$ cat src/rtl/rsaenc_pkg.sv
// Package for the small-modulus RSA character encryptor.
// Holds constants, register indexes, payload structs and control types.
// No dependencies.
package rsaenc_pkg;

  localparam int PRIME_WIDTH_DEF = 8;
  localparam int PT_OFFSET       = 96;
  localparam int RESET_P         = 23;
  localparam int RESET_Q         = 41;
  localparam int CFG_ADDR_W      = 2;

  localparam logic [CFG_ADDR_W-1:0] REG_PRIME_P = CFG_ADDR_W'(0);
  localparam logic [CFG_ADDR_W-1:0] REG_PRIME_Q = CFG_ADDR_W'(1);

  typedef struct packed {
    logic signed [7:0] message_char;
    logic              last_char;
  } in_item_t;

  typedef struct packed {
    logic signed [16:0] cipher_residue;
    logic [7:0]         cipher_byte;
    logic [15:0]        public_exponent;
    logic [15:0]        private_exponent;
    logic               last_out;
  } out_item_t;

  typedef enum logic [4:0] {
    OP_NONE,
    OP_LOAD,
    OP_KEY_INIT,
    OP_NEXT_I,
    OP_PRIME_INIT,
    OP_NEXT_F,
    OP_SET_E,
    OP_ACC_ADD,
    OP_SET_D,
    OP_EXP_INIT,
    OP_MUL,
    OP_SET_R,
    OP_DIV_T,
    OP_DIV_PRIME,
    OP_DIV_D,
    OP_DIV_EXP,
    OP_OUT
  } dp_op_t;

  typedef struct packed {
    dp_op_t op;
  } dp_cmd_t;

  typedef struct packed {
    logic prime_small;   // p or q below two
    logic i_ge_t;        // candidate search exhausted
    logic i_is_pq;       // candidate equals a configured prime
    logic fsq_gt_i;      // trial factor squared passed candidate
    logic div_done;
    logic div_rem_zero;
    logic cnt_zero;      // exponent steps finished
  } dp_sts_t;

  typedef enum logic [3:0] {
    S_IDLE,
    S_KEY_INIT,
    S_KEY_CHK,
    S_CAND,
    S_DIV_T,
    S_PRIME,
    S_DIV_F,
    S_ACC,
    S_DIV_D_ST,
    S_DIV_D,
    S_EXP_INIT,
    S_EXP_MUL,
    S_EXP_DIV_ST,
    S_EXP_DIV,
    S_OUT
  } ctrl_state_t;

endpackage

$ cat src/rtl/toy_rsa_char_encryptor.sv
// Small-modulus RSA character encryptor, top level. Uses rsaenc_pkg,
// rsaenc_ctrl and rsaenc_dp (with rsaenc_div inside).
// Modular-power steps use the one-bit-per-cycle remainder unit, whose dividend
// is DW = 2*PRIME_WIDTH+8 bits wide; e=3 at reset primes. Sync active-low reset.
// First item after reset or a prime write also pays for key derivation.
// One item at a time; input stalls until the result is registered.
module toy_rsa_char_encryptor
  import rsaenc_pkg::*;
#(
  parameter int PRIME_WIDTH = PRIME_WIDTH_DEF
) (
  input  logic                   clk,
  input  logic                   rst_n,
  input  logic                   cfg_we,
  input  logic [CFG_ADDR_W-1:0]  cfg_addr,
  input  logic [PRIME_WIDTH-1:0] cfg_wdata,
  input  logic                   in_valid,
  output logic                   in_stall,
  input  in_item_t               in_data,
  output logic                   out_valid,
  input  logic                   out_stall,
  output out_item_t              out_data
);

  dp_cmd_t cmd;
  dp_sts_t sts;
  logic    cfg_hit;

  assign cfg_hit = cfg_we && ((cfg_addr == REG_PRIME_P) || (cfg_addr == REG_PRIME_Q));

  rsaenc_ctrl u_ctrl (
    .clk       (clk),
    .rst_n     (rst_n),
    .cfg_hit   (cfg_hit),
    .in_valid  (in_valid),
    .in_stall  (in_stall),
    .out_valid (out_valid),
    .out_stall (out_stall),
    .sts       (sts),
    .cmd       (cmd)
  );

  rsaenc_dp #(
    .PRIME_WIDTH(PRIME_WIDTH)
  ) u_dp (
    .clk       (clk),
    .rst_n     (rst_n),
    .cfg_we    (cfg_we),
    .cfg_addr  (cfg_addr),
    .cfg_wdata (cfg_wdata),
    .in_data   (in_data),
    .cmd       (cmd),
    .sts       (sts),
    .out_data  (out_data)
  );

endmodule

$ cat src/rtl/rsaenc_div.sv
// Bit-serial restoring divider, one quotient bit per cycle.
// Unsigned dividend and divisor; gives quotient and remainder.
// Depends on nothing but its parameters.
module rsaenc_div #(
  parameter int NW = 16,
  parameter int DW = 24
) (
  input  logic          clk,
  input  logic          rst_n,
  input  logic          start,
  input  logic [DW-1:0] dividend,
  input  logic [NW-1:0] divisor,
  output logic          done,
  output logic [DW-1:0] quot,
  output logic [NW-1:0] rem
);

  localparam int CW = $clog2(DW + 1);

  logic          busy_r, busy_nxt;
  logic          done_r, done_nxt;
  logic [CW-1:0] cnt_r, cnt_nxt;
  logic [DW-1:0] quo_r, quo_nxt;
  logic [NW-1:0] rem_r, rem_nxt;
  logic [NW-1:0] dvs_r, dvs_nxt;
  logic [NW:0]   sh;
  logic [NW:0]   diff;
  logic          ge;

  always_comb begin
    sh   = {rem_r, quo_r[DW-1]};
    diff = sh - {1'b0, dvs_r};
    ge   = (sh >= {1'b0, dvs_r});
  end

  always_comb begin
    busy_nxt = busy_r;
    done_nxt = 1'b0;
    cnt_nxt  = cnt_r;
    quo_nxt  = quo_r;
    rem_nxt  = rem_r;
    dvs_nxt  = dvs_r;
    if (start) begin
      busy_nxt = 1'b1;
      cnt_nxt  = CW'(DW);
      quo_nxt  = dividend;
      rem_nxt  = '0;
      dvs_nxt  = divisor;
    end else if (busy_r) begin
      rem_nxt = ge ? diff[NW-1:0] : sh[NW-1:0];
      quo_nxt = {quo_r[DW-2:0], ge};
      cnt_nxt = cnt_r - CW'(1);
      if (cnt_r == CW'(1)) begin
        busy_nxt = 1'b0;
        done_nxt = 1'b1;
      end
    end
  end

  always_ff @(posedge clk) begin
    if (!rst_n) begin
      busy_r <= 1'b0;
      done_r <= 1'b0;
    end else begin
      busy_r <= busy_nxt;
      done_r <= done_nxt;
    end
  end

  always_ff @(posedge clk) begin
    cnt_r <= cnt_nxt;
    quo_r <= quo_nxt;
    rem_r <= rem_nxt;
    dvs_r <= dvs_nxt;
  end

  assign done = done_r;
  assign quot = quo_r;
  assign rem  = rem_r;

endmodule

$ cat src/rtl/rsaenc_dp.sv
// Datapath: prime registers, key registers, exponent search, modular power.
// Driven by rsaenc_ctrl through dp_cmd_t; uses rsaenc_pkg and rsaenc_div.
module rsaenc_dp
  import rsaenc_pkg::*;
#(
  parameter int PRIME_WIDTH = PRIME_WIDTH_DEF
) (
  input  logic                   clk,
  input  logic                   rst_n,
  input  logic                   cfg_we,
  input  logic [CFG_ADDR_W-1:0]  cfg_addr,
  input  logic [PRIME_WIDTH-1:0] cfg_wdata,
  input  in_item_t               in_data,
  input  dp_cmd_t                cmd,
  output dp_sts_t                sts,
  output out_item_t              out_data
);

  localparam int PW = PRIME_WIDTH;
  localparam int NW = 2 * PW;
  localparam int DW = NW + 8;

  logic [PW-1:0]   p_r, p_nxt;
  logic [PW-1:0]   q_r, q_nxt;
  logic [NW-1:0]   n_r, n_nxt;
  logic [NW-1:0]   t_r, t_nxt;
  logic [NW-1:0]   i_r, i_nxt;
  logic [NW-1:0]   f_r, f_nxt;
  logic [NW:0]     fsq_r, fsq_nxt;
  logic [NW-1:0]   e_r, e_nxt;
  logic [NW-1:0]   d_r, d_nxt;
  logic [DW-1:0]   acc_r, acc_nxt;
  logic [NW-1:0]   cnt_r, cnt_nxt;
  logic [NW-1:0]   r_mag_r, r_mag_nxt;
  logic            r_neg_r, r_neg_nxt;
  logic [7:0]      pt_mag_r, pt_mag_nxt;
  logic            pt_neg_r, pt_neg_nxt;
  logic [DW-1:0]   prod_r, prod_nxt;
  logic            prod_neg_r, prod_neg_nxt;
  logic            last_r, last_nxt;
  out_item_t       out_r, out_nxt;

  logic            div_start;
  logic [DW-1:0]   div_dividend;
  logic [NW-1:0]   div_divisor;
  logic            div_done;
  logic [DW-1:0]   div_quot;
  logic [NW-1:0]   div_rem;

  logic signed [8:0]  pt_s;
  logic signed [8:0]  pt_abs;
  logic signed [NW:0] res_s;

  rsaenc_div #(
    .NW(NW),
    .DW(DW)
  ) u_div (
    .clk      (clk),
    .rst_n    (rst_n),
    .start    (div_start),
    .dividend (div_dividend),
    .divisor  (div_divisor),
    .done     (div_done),
    .quot     (div_quot),
    .rem      (div_rem)
  );

  always_comb begin
    pt_s   = 9'(in_data.message_char) - 9'(PT_OFFSET);
    pt_abs = -pt_s;
    res_s  = r_neg_r ? -$signed({1'b0, r_mag_r}) : $signed({1'b0, r_mag_r});
  end

  // configuration registers
  always_comb begin
    p_nxt = p_r;
    q_nxt = q_r;
    if (cfg_we) begin
      unique case (cfg_addr)
        REG_PRIME_P: p_nxt = cfg_wdata;
        REG_PRIME_Q: q_nxt = cfg_wdata;
        default: ;
      endcase
    end
  end

  // divider operand select
  always_comb begin
    div_start    = 1'b0;
    div_dividend = '0;
    div_divisor  = '0;
    case (cmd.op)
      OP_DIV_T: begin
        div_start    = 1'b1;
        div_dividend = DW'(t_r);
        div_divisor  = i_r;
      end
      OP_DIV_PRIME: begin
        div_start    = 1'b1;
        div_dividend = DW'(i_r);
        div_divisor  = f_r;
      end
      OP_DIV_D: begin
        div_start    = 1'b1;
        div_dividend = acc_r;
        div_divisor  = e_r;
      end
      OP_DIV_EXP: begin
        div_start    = 1'b1;
        div_dividend = prod_r;
        div_divisor  = n_r;
      end
      default: ;
    endcase
  end

  always_comb begin
    n_nxt        = n_r;
    t_nxt        = t_r;
    i_nxt        = i_r;
    f_nxt        = f_r;
    fsq_nxt      = fsq_r;
    e_nxt        = e_r;
    d_nxt        = d_r;
    acc_nxt      = acc_r;
    cnt_nxt      = cnt_r;
    r_mag_nxt    = r_mag_r;
    r_neg_nxt    = r_neg_r;
    pt_mag_nxt   = pt_mag_r;
    pt_neg_nxt   = pt_neg_r;
    prod_nxt     = prod_r;
    prod_neg_nxt = prod_neg_r;
    last_nxt     = last_r;
    out_nxt      = out_r;
    unique case (cmd.op)
      OP_LOAD: begin
        pt_neg_nxt = pt_s[8];
        pt_mag_nxt = pt_s[8] ? pt_abs[7:0] : pt_s[7:0];
        last_nxt   = in_data.last_char;
      end
      OP_KEY_INIT: begin
        n_nxt = NW'(p_r) * NW'(q_r);
        t_nxt = NW'(p_r - PW'(1)) * NW'(q_r - PW'(1));
        e_nxt = '0;
        d_nxt = '0;
        i_nxt = NW'(2);
      end
      OP_NEXT_I:     i_nxt = i_r + NW'(1);
      OP_PRIME_INIT: begin
        f_nxt   = NW'(2);
        fsq_nxt = (NW + 1)'(4);
      end
      OP_NEXT_F: begin
        fsq_nxt = fsq_r + {f_r, 1'b1};
        f_nxt   = f_r + NW'(1);
      end
      OP_SET_E: begin
        e_nxt   = i_r;
        acc_nxt = DW'(1);
      end
      OP_ACC_ADD: acc_nxt = acc_r + DW'(t_r);
      OP_SET_D:   d_nxt = div_quot[NW-1:0];
      OP_EXP_INIT: begin
        r_mag_nxt = (e_r == '0) ? '0 : NW'(1);
        r_neg_nxt = 1'b0;
        cnt_nxt   = e_r;
      end
      OP_MUL: begin
        prod_nxt     = DW'(r_mag_r) * DW'(pt_mag_r);
        prod_neg_nxt = r_neg_r ^ pt_neg_r;
        cnt_nxt      = cnt_r - NW'(1);
      end
      OP_SET_R: begin
        r_mag_nxt = div_rem;
        r_neg_nxt = prod_neg_r && (div_rem != '0);
      end
      OP_OUT: begin
        out_nxt.cipher_residue   = 17'(res_s);
        out_nxt.cipher_byte      = res_s[7:0] + 8'(PT_OFFSET);
        out_nxt.public_exponent  = 16'(e_r);
        out_nxt.private_exponent = 16'(d_r);
        out_nxt.last_out         = last_r;
      end
      default: ;
    endcase
  end

  always_ff @(posedge clk) begin
    if (!rst_n) begin
      p_r <= PW'(RESET_P);
      q_r <= PW'(RESET_Q);
    end else begin
      p_r <= p_nxt;
      q_r <= q_nxt;
    end
  end

  always_ff @(posedge clk) begin
    n_r        <= n_nxt;
    t_r        <= t_nxt;
    i_r        <= i_nxt;
    f_r        <= f_nxt;
    fsq_r      <= fsq_nxt;
    e_r        <= e_nxt;
    d_r        <= d_nxt;
    acc_r      <= acc_nxt;
    cnt_r      <= cnt_nxt;
    r_mag_r    <= r_mag_nxt;
    r_neg_r    <= r_neg_nxt;
    pt_mag_r   <= pt_mag_nxt;
    pt_neg_r   <= pt_neg_nxt;
    prod_r     <= prod_nxt;
    prod_neg_r <= prod_neg_nxt;
    last_r     <= last_nxt;
    out_r      <= out_nxt;
  end

  always_comb begin
    sts.prime_small  = (p_r < PW'(2)) || (q_r < PW'(2));
    sts.i_ge_t       = (i_r >= t_r);
    sts.i_is_pq      = (i_r == NW'(p_r)) || (i_r == NW'(q_r));
    sts.fsq_gt_i     = (fsq_r > {1'b0, i_r});
    sts.div_done     = div_done;
    sts.div_rem_zero = (div_rem == '0);
    sts.cnt_zero     = (cnt_r == '0);
  end

  assign out_data = out_r;

endmodule

$ cat src/rtl/rsaenc_ctrl.sv
// Controller: sequences key derivation and the modular power per character,
// owns the key-valid flag and the output valid. Uses rsaenc_pkg.
module rsaenc_ctrl
  import rsaenc_pkg::*;
(
  input  logic    clk,
  input  logic    rst_n,
  input  logic    cfg_hit,
  input  logic    in_valid,
  output logic    in_stall,
  output logic    out_valid,
  input  logic    out_stall,
  input  dp_sts_t sts,
  output dp_cmd_t cmd
);

  ctrl_state_t state_r, state_nxt;
  logic        keys_valid_r, keys_valid_nxt;
  logic        out_valid_r, out_valid_nxt;
  logic        out_free;

  assign out_free = !out_valid_r || !out_stall;

  // next state
  always_comb begin
    state_nxt = state_r;
    unique case (state_r)
      S_IDLE: begin
        if (in_valid) state_nxt = keys_valid_r ? S_EXP_INIT : S_KEY_INIT;
      end
      S_KEY_INIT: state_nxt = S_KEY_CHK;
      S_KEY_CHK:  state_nxt = sts.prime_small ? S_EXP_INIT : S_CAND;
      S_CAND: begin
        if (sts.i_ge_t) state_nxt = S_EXP_INIT;
        else if (!sts.i_is_pq) state_nxt = S_DIV_T;
      end
      S_DIV_T: begin
        if (sts.div_done) state_nxt = sts.div_rem_zero ? S_CAND : S_PRIME;
      end
      S_PRIME:    state_nxt = sts.fsq_gt_i ? S_ACC : S_DIV_F;
      S_DIV_F: begin
        if (sts.div_done) state_nxt = sts.div_rem_zero ? S_CAND : S_PRIME;
      end
      S_ACC:      state_nxt = S_DIV_D_ST;
      S_DIV_D_ST: state_nxt = S_DIV_D;
      S_DIV_D: begin
        if (sts.div_done) state_nxt = sts.div_rem_zero ? S_EXP_INIT : S_ACC;
      end
      S_EXP_INIT: state_nxt = S_EXP_MUL;
      S_EXP_MUL:  state_nxt = sts.cnt_zero ? S_OUT : S_EXP_DIV_ST;
      S_EXP_DIV_ST: state_nxt = S_EXP_DIV;
      S_EXP_DIV: begin
        if (sts.div_done) state_nxt = S_EXP_MUL;
      end
      S_OUT: begin
        if (out_free) state_nxt = S_IDLE;
      end
      default: state_nxt = S_IDLE;
    endcase
  end

  // datapath commands
  always_comb begin
    cmd.op = OP_NONE;
    unique case (state_r)
      S_IDLE:     if (in_valid) cmd.op = OP_LOAD;
      S_KEY_INIT: cmd.op = OP_KEY_INIT;
      S_KEY_CHK:  cmd.op = OP_NONE;
      S_CAND: begin
        if (!sts.i_ge_t) cmd.op = sts.i_is_pq ? OP_NEXT_I : OP_DIV_T;
      end
      S_DIV_T: begin
        if (sts.div_done) cmd.op = sts.div_rem_zero ? OP_NEXT_I : OP_PRIME_INIT;
      end
      S_PRIME:    cmd.op = sts.fsq_gt_i ? OP_SET_E : OP_DIV_PRIME;
      S_DIV_F: begin
        if (sts.div_done) cmd.op = sts.div_rem_zero ? OP_NEXT_I : OP_NEXT_F;
      end
      S_ACC:      cmd.op = OP_ACC_ADD;
      S_DIV_D_ST: cmd.op = OP_DIV_D;
      S_DIV_D: begin
        if (sts.div_done && sts.div_rem_zero) cmd.op = OP_SET_D;
      end
      S_EXP_INIT: cmd.op = OP_EXP_INIT;
      S_EXP_MUL:  if (!sts.cnt_zero) cmd.op = OP_MUL;
      S_EXP_DIV_ST: cmd.op = OP_DIV_EXP;
      S_EXP_DIV:  if (sts.div_done) cmd.op = OP_SET_R;
      S_OUT:      if (out_free) cmd.op = OP_OUT;
      default:    cmd.op = OP_NONE;
    endcase
  end

  // key flag and output valid
  always_comb begin
    keys_valid_nxt = keys_valid_r;
    if (cfg_hit) begin
      keys_valid_nxt = 1'b0;
    end else if ((state_r == S_KEY_CHK && sts.prime_small) ||
                 (state_r == S_CAND && sts.i_ge_t) ||
                 (state_r == S_DIV_D && sts.div_done && sts.div_rem_zero)) begin
      keys_valid_nxt = 1'b1;
    end

    out_valid_nxt = out_valid_r;
    if (state_r == S_OUT && out_free) out_valid_nxt = 1'b1;
    else if (out_valid_r && !out_stall) out_valid_nxt = 1'b0;
  end

  always_ff @(posedge clk) begin
    if (!rst_n) begin
      state_r      <= S_IDLE;
      keys_valid_r <= 1'b0;
      out_valid_r  <= 1'b0;
    end else begin
      state_r      <= state_nxt;
      keys_valid_r <= keys_valid_nxt;
      out_valid_r  <= out_valid_nxt;
    end
  end

  assign in_stall  = (state_r != S_IDLE);
  assign out_valid = out_valid_r;

endmodule

$ cat config.mk
export PLATFORM = sky130hd
export DESIGN_NAME = toy_rsa_char_encryptor
export DESIGN_NICKNAME = d
export VERILOG_FILES = /design/src/rtl/rsaenc_pkg.sv /design/src/rtl/toy_rsa_char_encryptor.sv /design/src/rtl/rsaenc_div.sv /design/src/rtl/rsaenc_dp.sv /design/src/rtl/rsaenc_ctrl.sv
export SDC_FILE = /design/constraint.sdc
export NUM_CORES = 1
export LEC_CHECK = 0
export BUFFER_PORTS_ARGS = -buffer_cell sky130_fd_sc_hd__buf_4
export CORE_MARGIN = 5
export CORE_UTILIZATION = 35
export CTS_BUF_LIST = sky130_fd_sc_hd__clkbuf_8
export DETAILED_ROUTE_END_ITERATION = 8
export PLACE_DENSITY = 0.58
export SLEW_MARGIN = 40
export SYNTH_ARGS = -nofsm -noshare
export SYNTH_HDL_FRONTEND = slang
export SYNTH_SLANG_ARGS = --single-unit
$ cat constraint.sdc
create_clock -name clk -period 12.5 [get_ports clk]
set_input_delay 3.125 -clock clk [delete_from_list [all_inputs] [get_ports clk]]
set_output_delay 3.125 -clock clk [all_outputs]
set_load 0.03 [all_outputs]
==> metrics <==
overflow left after global routing 0; number of slew-limit violations in the final report 0; via density per instance ~5.1; share of layout cells above drive strength 1 9.23%; placeable core region 78700 sq um; master of the slowest instance on the critical path sky130_fd_sc_hd__dfxtp_1; register bit total from synthesis approximately 340; synthesized cell area around 28000 sq um; post-CTS resize count 0; x dimension of the die 291 um; largest voltage drop on the vdd net 0.285 mV; biggest fanout along the worst timing path 19; maximum clock skew at final layout 0.0542 ns; hold wc startpoint u_dp.last_r$_DFFE_PN_; capture point of the worst reg-to-reg path u_dp.t_r[14]$_DFFE_PP_; Worst Reg2Reg Path Length in Cells 24; combined global-route utilization of all metal layers 16.1%; reg-to-reg setup timing slack 5.51 ns; Setup WS post-layout 5.51 ns; y dimension of the die 291 um; routed metal-1 wirelength between 30000 and 40000 um; starting density of the core 35.1%; data required time of the worst path 12.86 ns; class of the tightest hold or removal check register to register; met2 wire length between 30000 and 40000 um; largest incremental delay on the critical path 0.74 ns; Syn Area/Cell 9.95 sq um; Worst setup SP type register; latest clock arrival within the worst-skew pair 0.67 ns; commonest cells after routing, fill and taps aside sky130_fd_sc_hd__inv_1, sky130_fd_sc_hd__edfxtp_1, sky130_fd_sc_hd__nand2_1; worst slew pin tran 0.849 ns; launch instance of the worst register-to-register path u_dp.q_r[0]$_SDFFE_PN1P_; endpoint of the worst hold-timing path u_dp.out_data[0]$_DFFE_PN_; maximum number of pins on one net before global-route repair 55; post-CTS repair timing setup buffer count 0; Cell Pwr Density 235 nW/um^2; RSZ-0062 raised after global routing false; number of max-capacitance violations reported 0; worst path cell trace inv_1 -> ha_1 -> nand2_1 -> nor3_1 -> xnor2_1 -> nor2_1 -> fa_1 -> inv_1 -> fa_1 -> inv_1 -> fa_1 -> inv_1 -> fa_1 -> inv_1 -> fa_1 -> inv_1 -> fa_1 -> inv_1 -> ha_1 -> and3_1 -> a21oi_1 -> o21ai_0 -> o41ai_1 -> xnor2_1; residual DRC count 0; Leakage approximately 13 nW; io pins 84; final WL 68700 um; TritonCTS clock tree built; final weighted congestion in routability-driven placement 0.861; buffer levels on the longest clock path 3; root buffer cell sky130_fd_sc_hd__clkbuf_8; dominant synthesized flop cell sky130_fd_sc_hd__edfxtp_1; final HPWL from detailed placement 51200 um; cell with the most instances on the worst path sky130_fd_sc_hd__inv_1; register area share after synthesis 35.6%; count of distinct cell types in the synthesized netlist 74; Slew HR 43.2%; Final min period 6.99 ns; detailed-route via count 20000; number of synthesis warnings 0; layout net count 3283; Layout Area Growth over Synthesis 11.1%; antenna violations before repair 2; global-route wire length before repair 111000 um; worst hold slack 0.418 ns; Layout Cells excl Fill 3946; outcome completed; Cells on Worst Hold Path 0; final cycle utilization of the critical path 55.9%; clock transition at the registers of the reported paths ~0.060 ns; number of setup violations in the final report 0; worst slack at placement around 5.5 ns; Critical Path End Type register; via count of the first global-routing pass between 15000 and 20000; number of nets in the synthesized netlist around 3200; uppermost metal layer occupied by signal nets met4; Total Neg Setup Slack 0 ns; CTS Buf Count 69; H-tree depth 3; wire length per cell after detailed routing 17.4 um; overall die area 84800 sq um; number of instances in the synthesized netlist 2782; number of DRC violations after detailed-routing iteration 0 roughly 1400; detailed-router iteration count before antenna repair 6; number of standard-cell rows in the floorplan ~100; Post-CTS Hold Fix Bufs 0; Detail Route met3 WL 3970 um; number of synthesized flops with an enable pin 298; TritonCTS Sinks around 340; worst setup path category register to register; fmax 0.143 GHz; Port Buf Inserts 83; count of endpoints failing hold in the final timing report 0; DP Cell Count 3818; Post-synth ARST share 0%; count of nets left with antenna violations after detail routing 0; most common cell after layout, fill and taps aside sky130_fd_sc_hd__inv_1; Critical Path AT 7.35 ns
[through the flow]
step	area [sq um]	util [%]	total power, mW
detailed placement	29400	37.3	6.06
floorplan	27700	-	5.08
finish	30700	39.0	7.21
global placement	29300	37.3	6.09
global route	30700	39.0	7.89
CTS	30700	39.0	7.27
[routing by layer]
layer	global-route usage (%)	vias up
li1	-	9614
met1	23.3	9693
met2	25.3	544
met3	2.33	110
met4	4.58	0
met5	0	-
[cell families (layout without fill, tap and decap cells)]
group,count (synthesis),in the layout,share of synthesized area (%)
other,0,2,0
multiplexers,34,34,1.24
AO/OA/AOI/OAI,403,403,9.90
AND/OR/NAND/NOR,933,933,16.6
adder cells (fa/ha/maj),420,420,24.4
flip-flops,343,343,35.6
XOR/XNOR,182,182,5.76
buffers and inverters,467,579,6.48
[where the power goes]
| part | switching (mW) | internal (mW) |
|---|---|---|
| Combinational | 2.29 | 1.75 |
| Clock | 0.536 | 0.569 |
| Sequential | 0.348 | 1.72 |
| Total | 3.18 | 4.04 |
[registers in the layout, indices dropped and copies added, names as in the netlist, 4 cells and up]
register and count:
u_dp.f_r 16, u_dp.u_div.quot 24, u_dp.prod_r 24, u_dp.acc_r 24, u_ctrl.state_r 4, u_dp.r_mag_r 16, u_dp.fsq_r 17, u_dp.q_r 8
u_dp.out_data 53, u_dp.p_r 8, u_dp.u_div.cnt_r 5, u_dp.e_r 16, u_dp.u_div.dvs_r 16, u_dp.i_r 16, u_dp.t_r 16, u_dp.pt_mag_r 8
u_dp.d_r 16, u_dp.u_div.rem 16, u_dp.n_r 16, u_dp.cnt_r 16
[final cells by class]
| type | count | area [sq um] |
|---|---|---|
| fill | 7770 | 48000 |
| sequential | 343 | 9850 |
| antenna | 2 | 5.00 |
| clock inverter | 54 | 318 |
| inverter | 346 | 1300 |
| timing repair buffer | 107 | 803 |
| multi-input combinational | 1972 | 16200 |
| clock buffer | 72 | 991 |
| tap | 1050 | 1310 |
[Yosys cell counts, drive strengths merged, types with 31 or more instances]
cell / count / share of area (%)
fa: 200 / 14
nand3: 54 / 0.98
xnor2: 134 / 4.2
mux2i: 31 / 1.1
and2: 132 / 3.0
nor3: 63 / 1.1
dfxtp: 45 / 3.3
ha: 220 / 9.9
o21ai: 85 / 1.5
edfxtp: 298 / 32
nand2: 238 / 3.2
nor2: 233 / 3.2
clkbuf: 103 / 1.4
inv: 345 / 4.7
nor2b: 31 / 0.70
a21oi: 90 / 1.6
xor2: 48 / 1.5
[how the worst max path moves through the flow]
stage,from,end,slack [ns]
floorplan,out_stall,u_dp.acc_r[0]$_SDFFCE_PN1P_,5.65
global placement,u_dp.p_r[3]$_SDFFE_PN0P_,u_dp.t_r[14]$_DFFE_PP_,5.58
detailed placement,u_dp.p_r[3]$_SDFFE_PN0P_,u_dp.t_r[14]$_DFFE_PP_,5.45
CTS,u_dp.p_r[0]$_SDFFE_PN1P_,u_dp.t_r[14]$_DFFE_PP_,5.43
global route,u_dp.q_r[0]$_SDFFE_PN1P_,u_dp.t_r[15]$_DFFE_PP_,5.11
finish,u_dp.q_r[0]$_SDFFE_PN1P_,u_dp.t_r[14]$_DFFE_PP_,5.51
[worst max-delay path: cells and delay by family (launching register included)]
kind | cells | cell delay, ns
adder cells (fa/ha/maj) | 8 | 3.61
flip-flops | 1 | 0.74
XOR/XNOR | 2 | 0.73
AO/OA/AOI/OAI | 3 | 0.56
buffers and inverters | 7 | 0.54
AND/OR/NAND/NOR | 4 | 0.50
Note: power is estimated with default switching activity, not from simulation.
